**src/rtl/core/bale_pkg.sv**
```systemverilog
package bale_pkg;

    localparam int FIELD_W = 5;

    localparam logic [3:0] OP_INS_FRONT  = 4'd0;
    localparam logic [3:0] OP_INS_BACK   = 4'd1;
    localparam logic [3:0] OP_INS_AT     = 4'd2;
    localparam logic [3:0] OP_REM_FRONT  = 4'd3;
    localparam logic [3:0] OP_REM_BACK   = 4'd4;
    localparam logic [3:0] OP_REM_AT     = 4'd5;
    localparam logic [3:0] OP_FIND       = 4'd6;
    localparam logic [3:0] OP_COUNT_LESS = 4'd7;
    localparam logic [3:0] OP_SORT_UP    = 4'd8;
    localparam logic [3:0] OP_SORT_DOWN  = 4'd9;

    localparam logic [1:0] STAT_OK    = 2'd0;
    localparam logic [1:0] STAT_FULL  = 2'd1;
    localparam logic [1:0] STAT_EMPTY = 2'd2;
    localparam logic [1:0] STAT_RANGE = 2'd3;

    typedef enum logic [3:0] {
        S_IDLE,
        S_INS_RD,
        S_INS_EX,
        S_REM_RD,
        S_REM_EX,
        S_SCAN_RD,
        S_SCAN_EX,
        S_SORT_LD_RD,
        S_SORT_LD_EX,
        S_SORT_RD,
        S_SORT_EX,
        S_DONE
    } state_t;

    typedef struct packed {
        logic lt;
        logic eq;
    } cmp_res_t;

    typedef struct packed {
        logic [1:0]         status;
        logic [FIELD_W-1:0] found_position;
        logic [FIELD_W-1:0] less_count;
        logic [FIELD_W-1:0] list_size;
        logic               is_full;
        logic               is_empty;
    } res_t;

endpackage

```
**src/rtl/core/bale_store.sv**
```systemverilog
module bale_store
    import bale_pkg::*;
#(
    parameter int DEPTH = 16,
    parameter int AW    = 4
)
(
    input  logic          clk,
    input  logic          we,
    input  logic [AW-1:0] waddr,
    input  logic [31:0]   wdata,
    input  logic [AW-1:0] raddr,
    output logic [31:0]   rdata
);

    logic [31:0] mem [DEPTH];
    logic [31:0] rdata_reg;

    always_ff @(posedge clk)
    begin
        if (we)
        begin
            mem[waddr] <= wdata;
        end
    end

    always_ff @(posedge clk)
    begin
        rdata_reg <= mem[raddr];
    end

    assign rdata = rdata_reg;

endmodule

```
**src/rtl/core/bale_cmp.sv**
```systemverilog
module bale_cmp
    import bale_pkg::*;
(
    input  logic [31:0] a,
    input  logic [31:0] b,
    output cmp_res_t    res
);

    always_comb
    begin
        res.lt = $signed(a) < $signed(b);
        res.eq = a == b;
    end

endmodule

```
**src/rtl/core/bale_ctrl.sv**
```systemverilog
module bale_ctrl
    import bale_pkg::*;
#(
    parameter int CAPACITY = 16
)
(
    input  logic               clk,
    input  logic               rst_n,
    input  logic               in_valid,
    output logic               in_ready,
    input  logic [3:0]         operation,
    input  logic [31:0]        value,
    input  logic [FIELD_W-1:0] position,
    output logic               res_valid,
    input  logic               res_ready,
    output res_t               res
);

    localparam int AW = (CAPACITY > 1) ? $clog2(CAPACITY) : 1;
    localparam int CW = $clog2(CAPACITY + 1);
    localparam int XW = (CW > FIELD_W) ? CW : FIELD_W;
    localparam int MW = XW + 1;

    state_t      state_reg, state_next;
    logic [3:0]  op_reg, op_next;
    logic [31:0] value_reg, value_next;
    logic [31:0] held_reg, held_next;
    logic [1:0]  status_reg, status_next;
    logic [XW-1:0] acc_reg, acc_next;
    logic [CW-1:0] count_reg, count_next;
    logic [CW-1:0] idx_reg, idx_next;
    logic [CW-1:0] stop_reg, stop_next;

    logic          mem_we;
    logic [AW-1:0] mem_waddr;
    logic [31:0]   mem_wdata;
    logic [AW-1:0] mem_raddr;
    logic [31:0]   mem_rdata;

    logic [31:0] cmp_b;
    cmp_res_t    cmp;

    logic          accept;
    logic          list_full;
    logic          list_empty;
    logic [MW-1:0] count_x;
    logic [MW-1:0] pos_x;
    logic [MW-1:0] pos_m1;
    logic          ins_bad_pos;
    logic          rem_bad_pos;
    logic [CW-1:0] idx_p1;
    logic [CW-1:0] idx_m1;
    logic [XW-1:0] count_w;
    logic          swap;

    bale_store #(
        .DEPTH (CAPACITY),
        .AW    (AW)
    ) u_store (
        .clk   (clk),
        .we    (mem_we),
        .waddr (mem_waddr),
        .wdata (mem_wdata),
        .raddr (mem_raddr),
        .rdata (mem_rdata)
    );

    bale_cmp u_cmp (
        .a   (mem_rdata),
        .b   (cmp_b),
        .res (cmp)
    );

    assign in_ready    = state_reg == S_IDLE;
    assign accept      = in_valid && in_ready;
    assign res_valid   = state_reg == S_DONE;
    assign list_full   = count_reg == CW'(CAPACITY);
    assign list_empty  = count_reg == '0;
    assign count_x     = MW'(count_reg);
    assign pos_x       = MW'(position);
    assign pos_m1      = pos_x - MW'(1);
    assign ins_bad_pos = (pos_x == '0) || (pos_x > count_x + MW'(1));
    assign rem_bad_pos = (pos_x == '0) || (pos_x > count_x);
    assign idx_p1      = idx_reg + CW'(1);
    assign idx_m1      = idx_reg - CW'(1);
    assign count_w     = XW'(count_reg);
    assign cmp_b       = (state_reg == S_SORT_EX) ? held_reg : value_reg;
    // mem_rdata is the right-hand entry, held_reg the left-hand one
    assign swap        = (op_reg == OP_SORT_UP) ? cmp.lt : (!cmp.lt && !cmp.eq);

    always_comb
    begin
        state_next = state_reg;
        case (state_reg)
            S_IDLE:
            begin
                if (accept)
                begin
                    case (operation)
                        OP_INS_FRONT, OP_INS_BACK:
                            state_next = list_full ? S_DONE : S_INS_RD;
                        OP_INS_AT:
                            state_next = (list_full || ins_bad_pos) ? S_DONE : S_INS_RD;
                        OP_REM_FRONT:
                            state_next = list_empty ? S_DONE : S_REM_RD;
                        OP_REM_AT:
                            state_next = (list_empty || rem_bad_pos) ? S_DONE : S_REM_RD;
                        OP_FIND, OP_COUNT_LESS:
                            state_next = S_SCAN_RD;
                        OP_SORT_UP, OP_SORT_DOWN:
                            state_next = (count_reg <= CW'(1)) ? S_DONE : S_SORT_LD_RD;
                        default:
                            state_next = S_DONE;
                    endcase
                end
            end
            S_INS_RD:
                state_next = (idx_reg == stop_reg) ? S_DONE : S_INS_EX;
            S_INS_EX:
                state_next = S_INS_RD;
            S_REM_RD:
                state_next = (idx_p1 >= count_reg) ? S_DONE : S_REM_EX;
            S_REM_EX:
                state_next = S_REM_RD;
            S_SCAN_RD:
                state_next = (idx_reg == count_reg) ? S_DONE : S_SCAN_EX;
            S_SCAN_EX:
                state_next = (op_reg == OP_FIND && cmp.eq) ? S_DONE : S_SCAN_RD;
            S_SORT_LD_RD:
                state_next = S_SORT_LD_EX;
            S_SORT_LD_EX:
                state_next = S_SORT_RD;
            S_SORT_RD:
            begin
                if (idx_reg == stop_reg)
                begin
                    state_next = (stop_reg == CW'(1)) ? S_DONE : S_SORT_LD_RD;
                end
                else
                begin
                    state_next = S_SORT_EX;
                end
            end
            S_SORT_EX:
                state_next = S_SORT_RD;
            S_DONE:
                state_next = res_ready ? S_IDLE : S_DONE;
            default:
                state_next = S_IDLE;
        endcase
    end

    always_comb
    begin
        op_next     = op_reg;
        value_next  = value_reg;
        held_next   = held_reg;
        status_next = status_reg;
        acc_next    = acc_reg;
        count_next  = count_reg;
        idx_next    = idx_reg;
        stop_next   = stop_reg;
        mem_we      = 1'b0;
        mem_waddr   = idx_reg[AW-1:0];
        mem_wdata   = mem_rdata;
        mem_raddr   = idx_reg[AW-1:0];

        case (state_reg)
            S_IDLE:
            begin
                if (accept)
                begin
                    op_next     = operation;
                    value_next  = value;
                    status_next = STAT_OK;
                    acc_next    = '0;
                    idx_next    = '0;
                    stop_next   = '0;
                    case (operation)
                        OP_INS_FRONT, OP_INS_BACK, OP_INS_AT:
                        begin
                            // shift from the top down to the insertion slot
                            idx_next = count_reg;
                            if (operation == OP_INS_BACK)
                            begin
                                stop_next = count_reg;
                            end
                            else if (operation == OP_INS_AT)
                            begin
                                stop_next = pos_m1[CW-1:0];
                            end
                            if (list_full)
                            begin
                                status_next = STAT_FULL;
                            end
                            else if (operation == OP_INS_AT && ins_bad_pos)
                            begin
                                status_next = STAT_RANGE;
                            end
                        end
                        OP_REM_FRONT, OP_REM_BACK, OP_REM_AT:
                        begin
                            if (operation == OP_REM_AT)
                            begin
                                idx_next = pos_m1[CW-1:0];
                            end
                            if (list_empty)
                            begin
                                status_next = STAT_EMPTY;
                            end
                            else if (operation == OP_REM_AT && rem_bad_pos)
                            begin
                                status_next = STAT_RANGE;
                            end
                            else if (operation == OP_REM_BACK)
                            begin
                                count_next = count_reg - CW'(1);
                            end
                        end
                        OP_SORT_UP, OP_SORT_DOWN:
                        begin
                            stop_next = count_reg - CW'(1);
                        end
                        default:
                        begin
                        end
                    endcase
                end
            end
            S_INS_RD:
            begin
                mem_raddr = idx_m1[AW-1:0];
                if (idx_reg == stop_reg)
                begin
                    mem_we     = 1'b1;
                    mem_waddr  = stop_reg[AW-1:0];
                    mem_wdata  = value_reg;
                    count_next = count_reg + CW'(1);
                end
            end
            S_INS_EX:
            begin
                mem_we   = 1'b1;
                idx_next = idx_m1;
            end
            S_REM_RD:
            begin
                mem_raddr = idx_p1[AW-1:0];
                if (idx_p1 >= count_reg)
                begin
                    count_next = count_reg - CW'(1);
                end
            end
            S_REM_EX:
            begin
                mem_we   = 1'b1;
                idx_next = idx_p1;
            end
            S_SCAN_EX:
            begin
                if (op_reg == OP_FIND)
                begin
                    if (cmp.eq)
                    begin
                        acc_next = XW'(idx_reg) + XW'(1);
                    end
                end
                else if (cmp.lt)
                begin
                    acc_next = acc_reg + XW'(1);
                end
                idx_next = idx_p1;
            end
            S_SORT_LD_RD:
            begin
                mem_raddr = '0;
                idx_next  = '0;
            end
            S_SORT_LD_EX:
            begin
                held_next = mem_rdata;
            end
            S_SORT_RD:
            begin
                mem_raddr = idx_p1[AW-1:0];
                if (idx_reg == stop_reg)
                begin
                    // park the bubbled extreme at the end of this pass
                    mem_we    = 1'b1;
                    mem_wdata = held_reg;
                    stop_next = stop_reg - CW'(1);
                end
            end
            S_SORT_EX:
            begin
                mem_we    = 1'b1;
                mem_wdata = swap ? mem_rdata : held_reg;
                held_next = swap ? held_reg : mem_rdata;
                idx_next  = idx_p1;
            end
            default:
            begin
            end
        endcase
    end

    always_comb
    begin
        res.status         = status_reg;
        res.found_position = (op_reg == OP_FIND) ? acc_reg[FIELD_W-1:0] : '0;
        res.less_count     = (op_reg == OP_COUNT_LESS) ? acc_reg[FIELD_W-1:0] : '0;
        res.list_size      = count_w[FIELD_W-1:0];
        res.is_full        = list_full;
        res.is_empty       = list_empty;
    end

    always_ff @(posedge clk or negedge rst_n)
    begin
        if (!rst_n)
        begin
            state_reg <= S_IDLE;
            count_reg <= '0;
            idx_reg   <= '0;
            stop_reg  <= '0;
        end
        else
        begin
            state_reg <= state_next;
            count_reg <= count_next;
            idx_reg   <= idx_next;
            stop_reg  <= stop_next;
        end
    end

    always_ff @(posedge clk)
    begin
        op_reg     <= op_next;
        value_reg  <= value_next;
        held_reg   <= held_next;
        status_reg <= status_next;
        acc_reg    <= acc_next;
    end

endmodule

```
**src/rtl/core/bounded_array_list_engine.sv**
```systemverilog
// Status-only, remove-back and rejected items go straight to the result; insert and
// remove step through each shifted entry; find and count scan the entries, find
// stopping at the first match; sort runs bubble passes when two or more entries are held.
// The next item is taken only after the result of the last one has left the
// sequencer, in the cycle after it leaves.
// Reset (rst_n low, asynchronous) empties the list; entry storage is not cleared.
module bounded_array_list_engine
    import bale_pkg::*;
#(
    parameter int CAPACITY = 16
)
(
    input  logic        clk,
    input  logic        rst_n,
    input  logic        s_axis_tvalid,
    output logic        s_axis_tready,
    input  logic [39:0] s_axis_tdata,   // value[31:0], position[36:32], zero fill
    input  logic [3:0]  s_axis_tuser,   // operation[3:0]
    output logic        m_axis_tvalid,
    input  logic        m_axis_tready,
    output logic [23:0] m_axis_tdata    // status[1:0], found_position[6:2],
                                        // less_count[11:7], list_size[16:12],
                                        // is_full[17], is_empty[18], zero fill
);

    logic  res_valid;
    logic  res_ready;
    res_t  res;
    logic        out_valid_reg, out_valid_next;
    logic [23:0] out_data_reg, out_data_next;

    bale_ctrl #(
        .CAPACITY (CAPACITY)
    ) u_ctrl (
        .clk       (clk),
        .rst_n     (rst_n),
        .in_valid  (s_axis_tvalid),
        .in_ready  (s_axis_tready),
        .operation (s_axis_tuser),
        .value     (s_axis_tdata[31:0]),
        .position  (s_axis_tdata[36:32]),
        .res_valid (res_valid),
        .res_ready (res_ready),
        .res       (res)
    );

    assign res_ready = !out_valid_reg || m_axis_tready;

    always_comb
    begin
        out_valid_next = out_valid_reg;
        out_data_next  = out_data_reg;
        if (res_ready)
        begin
            out_valid_next = res_valid;
            if (res_valid)
            begin
                out_data_next = {5'b0, res.is_empty, res.is_full, res.list_size,
                                 res.less_count, res.found_position, res.status};
            end
        end
    end

    always_ff @(posedge clk or negedge rst_n)
    begin
        if (!rst_n)
        begin
            out_valid_reg <= 1'b0;
        end
        else
        begin
            out_valid_reg <= out_valid_next;
        end
    end

    always_ff @(posedge clk)
    begin
        out_data_reg <= out_data_next;
    end

    assign m_axis_tvalid = out_valid_reg;
    assign m_axis_tdata  = out_data_reg;

    a_full_empty_excl: assert property (@(posedge clk) disable iff (!rst_n)
        m_axis_tvalid |-> !(m_axis_tdata[17] && m_axis_tdata[18]))
        else $error("list reported full and empty together");

    a_full_status: assert property (@(posedge clk) disable iff (!rst_n)
        (m_axis_tvalid && m_axis_tdata[1:0] == STAT_FULL) |-> m_axis_tdata[17])
        else $error("full status without full flag");

    a_empty_status: assert property (@(posedge clk) disable iff (!rst_n)
        (m_axis_tvalid && m_axis_tdata[1:0] == STAT_EMPTY) |-> m_axis_tdata[18])
        else $error("empty status without empty flag");

    a_idle_no_result: assert property (@(posedge clk) disable iff (!rst_n)
        s_axis_tready |-> !res_valid)
        else $error("sequencer ready while a result is pending");

    a_result_hold: assert property (@(posedge clk) disable iff (!rst_n)
        (m_axis_tvalid && !m_axis_tready) |=> (m_axis_tvalid && $stable(m_axis_tdata)))
        else $error("pending result changed before it was taken");

endmodule

```
**config.mk**
```make
export PLATFORM = sky130hd
export DESIGN_NAME = bounded_array_list_engine
export DESIGN_NICKNAME = d
export VERILOG_FILES = /design/src/rtl/core/bale_pkg.sv /design/src/rtl/core/bale_store.sv /design/src/rtl/core/bale_cmp.sv /design/src/rtl/core/bale_ctrl.sv /design/src/rtl/core/bounded_array_list_engine.sv
export SDC_FILE = /design/constraint.sdc
export NUM_CORES = 1
export LEC_CHECK = 0
export BUFFER_PORTS_ARGS = -buffer_cell sky130_fd_sc_hd__buf_2
export CAP_MARGIN = 20
export CORE_ASPECT_RATIO = 1.2
export CORE_MARGIN = 2
export CORE_UTILIZATION = 50
export DETAILED_ROUTE_END_ITERATION = 8
export GPL_TIMING_DRIVEN = 1
export PLACE_DENSITY = 0.74
export SLEW_MARGIN = 25
export SYNTH_ARGS = -nofsm -noshare
export SYNTH_HDL_FRONTEND = slang
export SYNTH_HIERARCHICAL = 1
export SYNTH_SLANG_ARGS = --single-unit
```
**constraint.sdc**
```tcl
create_clock -name clk -period 8.01 [get_ports clk]
set_input_delay 1.2015 -clock clk [delete_from_list [all_inputs] [get_ports clk]]
set_output_delay 1.2015 -clock clk [all_outputs]
set_load 0.01 [all_outputs]
```
==> results of run 1 <==
kinds of logic (layout without fill, tap and decap cells):
family,count (synthesis),count (layout),share of synthesized area (%)
flip-flops,658,658,70.6
AO/OA/AOI/OAI,241,241,6.43
AND/OR/NAND/NOR,240,240,4.53
buffers and inverters,176,289,2.86
multiplexers,167,167,12.1
adder cells (fa/ha/maj),56,56,2.56
XOR/XNOR,30,30,0.959
other,1,5,0.0137
report_power, final:
| part | switching (mW) | leakage (nW) | total (mW) | internal, mW |
|---|---|---|---|---|
| clock | 1.22 | 0.926 | 2.77 | 1.55 |
| sequential | 0.337 | 6.02 | 5.14 | 4.80 |
| combinational | 2.85 | 3.34 | 4.82 | 1.97 |
routing by layer:
metal	wire [um]	global-route usage (%)	part of all wire (%)
met1	24700	29.2	40
met2	31100	37.7	50
met3	4250	3.30	6.9
met4	1800	7.07	2.9
met5	0	0	0
synth_stat cells, drive strengths merged, types with 2 or more instances:
library cell	n	share of area [%]
edfxtp	606	66
mux4	128	11
inv	85	1.2
nand2	73	1.0
a22oi	72	2.0
ha	56	2.6
buf	54	1.2
nor2	53	0.75
clkbuf	37	0.51
o21ai	37	0.68
a21oi	36	0.67
mux2	34	1.4
a222oi	32	1.2
dfxtp	32	2.3
dfrtp	20	1.8
nor3	19	0.38
nand3	18	0.33
xnor2	18	0.58
and2	14	0.33
nand2b	14	0.35
nor2b	14	0.32
xor2	12	0.38
a31oi	10	0.23
nand4	9	0.23
a211oi	7	0.19
a221oi	6	0.19
or2	6	0.14
mux2i	5	0.18
o211ai	5	0.14
a21o	4	0.11
nand3b	4	0.11
nor4b	4	0.21
o21a	4	0.14
o221ai	4	0.15
o22ai	4	0.14
nor3b	3	0.082
nor4	3	0.091
a32oi	2	0.064
and4bb	2	0.091
o311ai	2	0.064
o31a	2	0.064
o32ai	2	0.064
area by class of cell:
type / instances / area, um2
Clock buffer: 72 / 1560
Clock inverter: 38 / 339
Fill cell: 4070 / 23900
Inverter: 85 / 320
Multi-Input combinational cell: 739 / 7490
Sequential cell: 658 / 19300
Tap cell: 720 / 901
Timing Repair Buffer: 94 / 579
stage by stage:
stage	power (mW)	worst slack (ns)
final	12.7	1.82
after CTS	12.8	1.87
after floorplan	8.68	2.42
after global routing	13.4	1.48
after global placement	9.84	1.96
after detailed placement	10.0	1.88
critical path: stages, from the launching register on:
cell and delay (ns):
dfrtp_1 0.63, nand2b_1 0.33, nor2_4 0.85, buf_4 0.34
mux2_2 0.35, inv_1 0.07, ha_1 0.17, nand4_1 0.20
nor4_1 0.76, o31a_1 0.34, o22ai_2 0.17, mux2i_1 0.30
nand2_1 0.17, o21a_4 0.38, a222oi_1 0.45, inv_1 0.28
how the worst max path moves through the flow:
stage                                           end                 from  cells after the start
after floorplan                  u_ctrl/held_reg[0]  u_ctrl/state_reg[2]                     16
after global placement     u_ctrl/u_store/mem[8][9]  u_ctrl/state_reg[0]                     15
after detailed placement  u_ctrl/u_store/mem[2][23]  u_ctrl/state_reg[3]                     15
after CTS                 u_ctrl/u_store/mem[3][23]  u_ctrl/state_reg[3]                     15
after global routing      u_ctrl/u_store/mem[12][9]  u_ctrl/state_reg[3]                     17
final                     u_ctrl/u_store/mem[1][23]  u_ctrl/state_reg[3]                     15
==> metrics.txt, run 1 <==
P per Cell Area=417 nW/um2; placed insts=2296; # H-tree levels=2; EDFF count, synth=606; I/O Buffers=65; Cell variety after synth=80; final setup vio count=0; max reg flops=512; unrepaired setup endpoints after global routing=false; CTS clock-pin slew for the worst setup and hold paths=0.07 ns; clk_skew=0.0355 ns; crit end category=flip-flop; Die ar.=56700 um2; syn_area_per_cell=17.5 um2; worst-margin pin slew=0.987 ns; Rel. slew slack=34.0%; worst reg-to-reg path cell count=15; post-cts sizing count=0; DR vias/cell=6.21; FF+latch count, synth=658; DRT iter0 DRCs=1630; drt pass-1 iters=6; top-level port count=74; Initial Utilization=50.3%; CTS Buffer Depth=3; worst skew pair latency=0.62 ns; Post-CTS Hold Buffers=0; Worst Hold Depth=0; fraction of layout cells with a size suffix above 1=23.5%; CTS root buf=clkbuf_16; setup_tns=0 ns; Min Clock Period, post-route=6.19 ns; clock sink total=658; most common cell after layout, fill and taps aside=edfxtp_1; # diodes=0; WL/cell=25.7 um; Peak VDD IR=394 uV; die height=260 um; CTS tree=yes; critical path required time=8.28 ns; R2R Path End=u_ctrl/u_store/mem[1][23]; GRT Total Usage=22.0%; hpwl dp=33400 um; register area share after synthesis=70.6%; status=complete, no violations; via count=14933; initial antenna violation count=0; post-route ant nets=0; largest register by flop count=u_ctrl/u_store/mem; area delta synth->final=11.4%; startpoint types=flip-flop; Crit Path Class=reg -> reg; Placed Area=28600 um2; setup slack, reg-to-reg=1.82 ns; Core Rows=94; Synth Flop Type=edfxtp_1; Hold Path Class=reg -> reg; FFs w/ async S/R, synth=3.04%; commonest cells after routing, fill and taps aside=edfxtp_1 (606), mux4_2 (128), inv_1 (83), nand2_1 (72), a22oi_1 (72); min-delay src=u_ctrl/status_reg[1]; first-pass GRT wire length=92300 um; largest net degree at the start of global routing=89; hold endpoint=m_axis_tdata[1]; Cells after Synth=1569; final core occ=56.0%; fin area=30500 um2; CTS buffer count=59; synth warn=6; worst r2r src=u_ctrl/state_reg[3]; core box area=54500 um2; DRC errors left=0; maximum clock rate=162 MHz; GR Overflow Total=0; final cell count without fillers=2406; Fin. Hold Viols=0; layout net count=1741; Hold WS=0.426 ns; P_leak=10.3 nW; vias in the first global route=14960; Die Width=218 um; post-CTS setup buffers=0; CP Max Fanout=32; Detailed Route WL=61800 um; Mapped Area=27400 um2; max-slew violation count=0; Max-cap violations=0; GP Congestion=0.893; Worst Path Arrival=6.46 ns; Final Cycle Share=77.3%
Power figures use the tool's default switching activity.
==> inputs of run 2 (changes only) <==
==> constraint.sdc (replaced) <==
create_clock -name clk -period 5.9 [get_ports clk]
set_input_delay 0.885 -clock clk [delete_from_list [all_inputs] [get_ports clk]]
set_output_delay 0.885 -clock clk [all_outputs]
set_load 0.01 [all_outputs]
==> metrics.txt, run 2 (synthesized netlist as in run 1, its figures left out) <==
CP Max Fanout=32; final setup vio count=0; GRT Total Usage=22.2%; largest register by flop count=u_ctrl/u_store/mem; # H-tree levels=2; drt pass-1 iters=8; GR Overflow Total=0; core box area=54500 um2; via count=15166; unrepaired setup endpoints after global routing=false; Peak VDD IR=555 uV; DRC errors left=0; setup slack, reg-to-reg=0.51 ns; clock sink total=658; worst reg-to-reg path cell count=17; area delta synth->final=11.5%; worst r2r src=u_ctrl/state_reg[2]; layout net count=1754; fraction of layout cells with a size suffix above 1=23.8%; DRT iter0 DRCs=1824; most common cell after layout, fill and taps aside=edfxtp_1; post-route ant nets=0; critical path required time=6.19 ns; Max-cap violations=0; crit end category=flip-flop; Die ar.=56700 um2; first-pass GRT wire length=93100 um; Crit Path Class=reg -> reg; worst-margin pin slew=0.994 ns; # diodes=0; P_leak=10.3 nW; P per Cell Area=563 nW/um2; max reg flops=512; vias in the first global route=15172; max-slew violation count=0; Min Clock Period, post-route=5.39 ns; CTS tree=yes; Hold WS=0.244 ns; Hold Path Class=in -> async; Core Rows=94; worst skew pair latency=0.64 ns; CTS Buffer Depth=3; Initial Utilization=50.3%; commonest cells after routing, fill and taps aside=edfxtp_1 (606), mux4_2 (128), inv_1 (83), nand2_1 (72), a22oi_1 (72); DR vias/cell=6.26; Final Cycle Share=91.4%; GP Congestion=0.877; post-CTS setup buffers=0; CTS buffer count=59; maximum clock rate=185 MHz; die height=260 um; top-level port count=74; Detailed Route WL=62400 um; Die Width=218 um; clk_skew=0.0280 ns; R2R Path End=u_ctrl/u_store/mem[12][11]; I/O Buffers=65; CTS clock-pin slew for the worst setup and hold paths=0.07 ns; startpoint types=flip-flop; initial antenna violation count=0; hpwl dp=34500 um; setup_tns=0 ns; CTS root buf=clkbuf_16; Fin. Hold Viols=0; Rel. slew slack=33.5%; Post-CTS Hold Buffers=0; status=complete, no violations; post-cts sizing count=0; WL/cell=25.8 um; Worst Path Arrival=5.69 ns; largest net degree at the start of global routing=70
run 2: worst max-delay path by stage:
stage                             start                         end  slack [ns]  depth (start not counted)
floorplan           u_ctrl/state_reg[2]          u_ctrl/held_reg[0]        0.31                         16
global placement    u_ctrl/state_reg[2]  u_ctrl/u_store/mem[10][11]        0.69                         17
detailed placement  u_ctrl/state_reg[2]   u_ctrl/u_store/mem[3][11]        0.52                         17
CTS                 u_ctrl/state_reg[2]   u_ctrl/u_store/mem[9][11]        0.51                         17
global route        u_ctrl/state_reg[2]  u_ctrl/u_store/mem[15][11]        0.21                         17
finish              u_ctrl/state_reg[2]  u_ctrl/u_store/mem[12][11]        0.51                         17
run 2: final cells by class:
cell class / instances / area, um2
fill: 4036 / 23900
sequential: 658 / 19300
multi-input combinational: 739 / 7490
clock buffer: 77 / 1610
tap: 720 / 901
timing repair buffer: 107 / 706
inverter: 85 / 322
clock inverter: 35 / 194
run 2: power by group:
| group | leakage [nW] | total (mW) | switching (mW) | internal (mW) |
|---|---|---|---|---|
| Sequential | 6.02 | 6.94 | 0.422 | 6.52 |
| Clock | 0.888 | 3.58 | 1.66 | 1.92 |
| Combinational | 3.42 | 6.67 | 3.94 | 2.73 |
run 2: worst max-delay path: stages (launching register included):
cell,delay (ns)
dfrtp_1,0.38
nand2b_1,0.19
nor2_4,0.50
buf_4,0.25
mux2_2,0.33
inv_1,0.06
ha_1,0.25
a21oi_1,0.16
o21ai_0,0.17
a221oi_1,0.46
o2111ai_1,0.21
o22ai_2,0.34
nor2_1,0.10
mux2i_1,0.28
nand2_1,0.19
o21a_4,0.33
a222oi_1,0.54
inv_1,0.31
run 2: per-stage QoR:
stage                     cell area, um2  utilization [%]  worst slack, ns  std cells  total power, mW
after floorplan                    27400                -            0.312       1573             11.8
after global placement             28700             52.7            0.687       2307             13.4
after detailed placement           28700             52.8            0.522       2308             13.7
after CTS                          30500             56.1            0.514       2420             17.3
after global routing               30600             56.1            0.209       2421             18.1
final                              30600             56.1            0.505       2421             17.2
run 2: layer usage:
layer	track usage [%]	wire length [um]	share of wire, %
met3	3.51	5430	8.7
met2	36.7	30500	49
met5	0	0	0
met1	29.4	23700	38
met4	9.85	2660	4.3
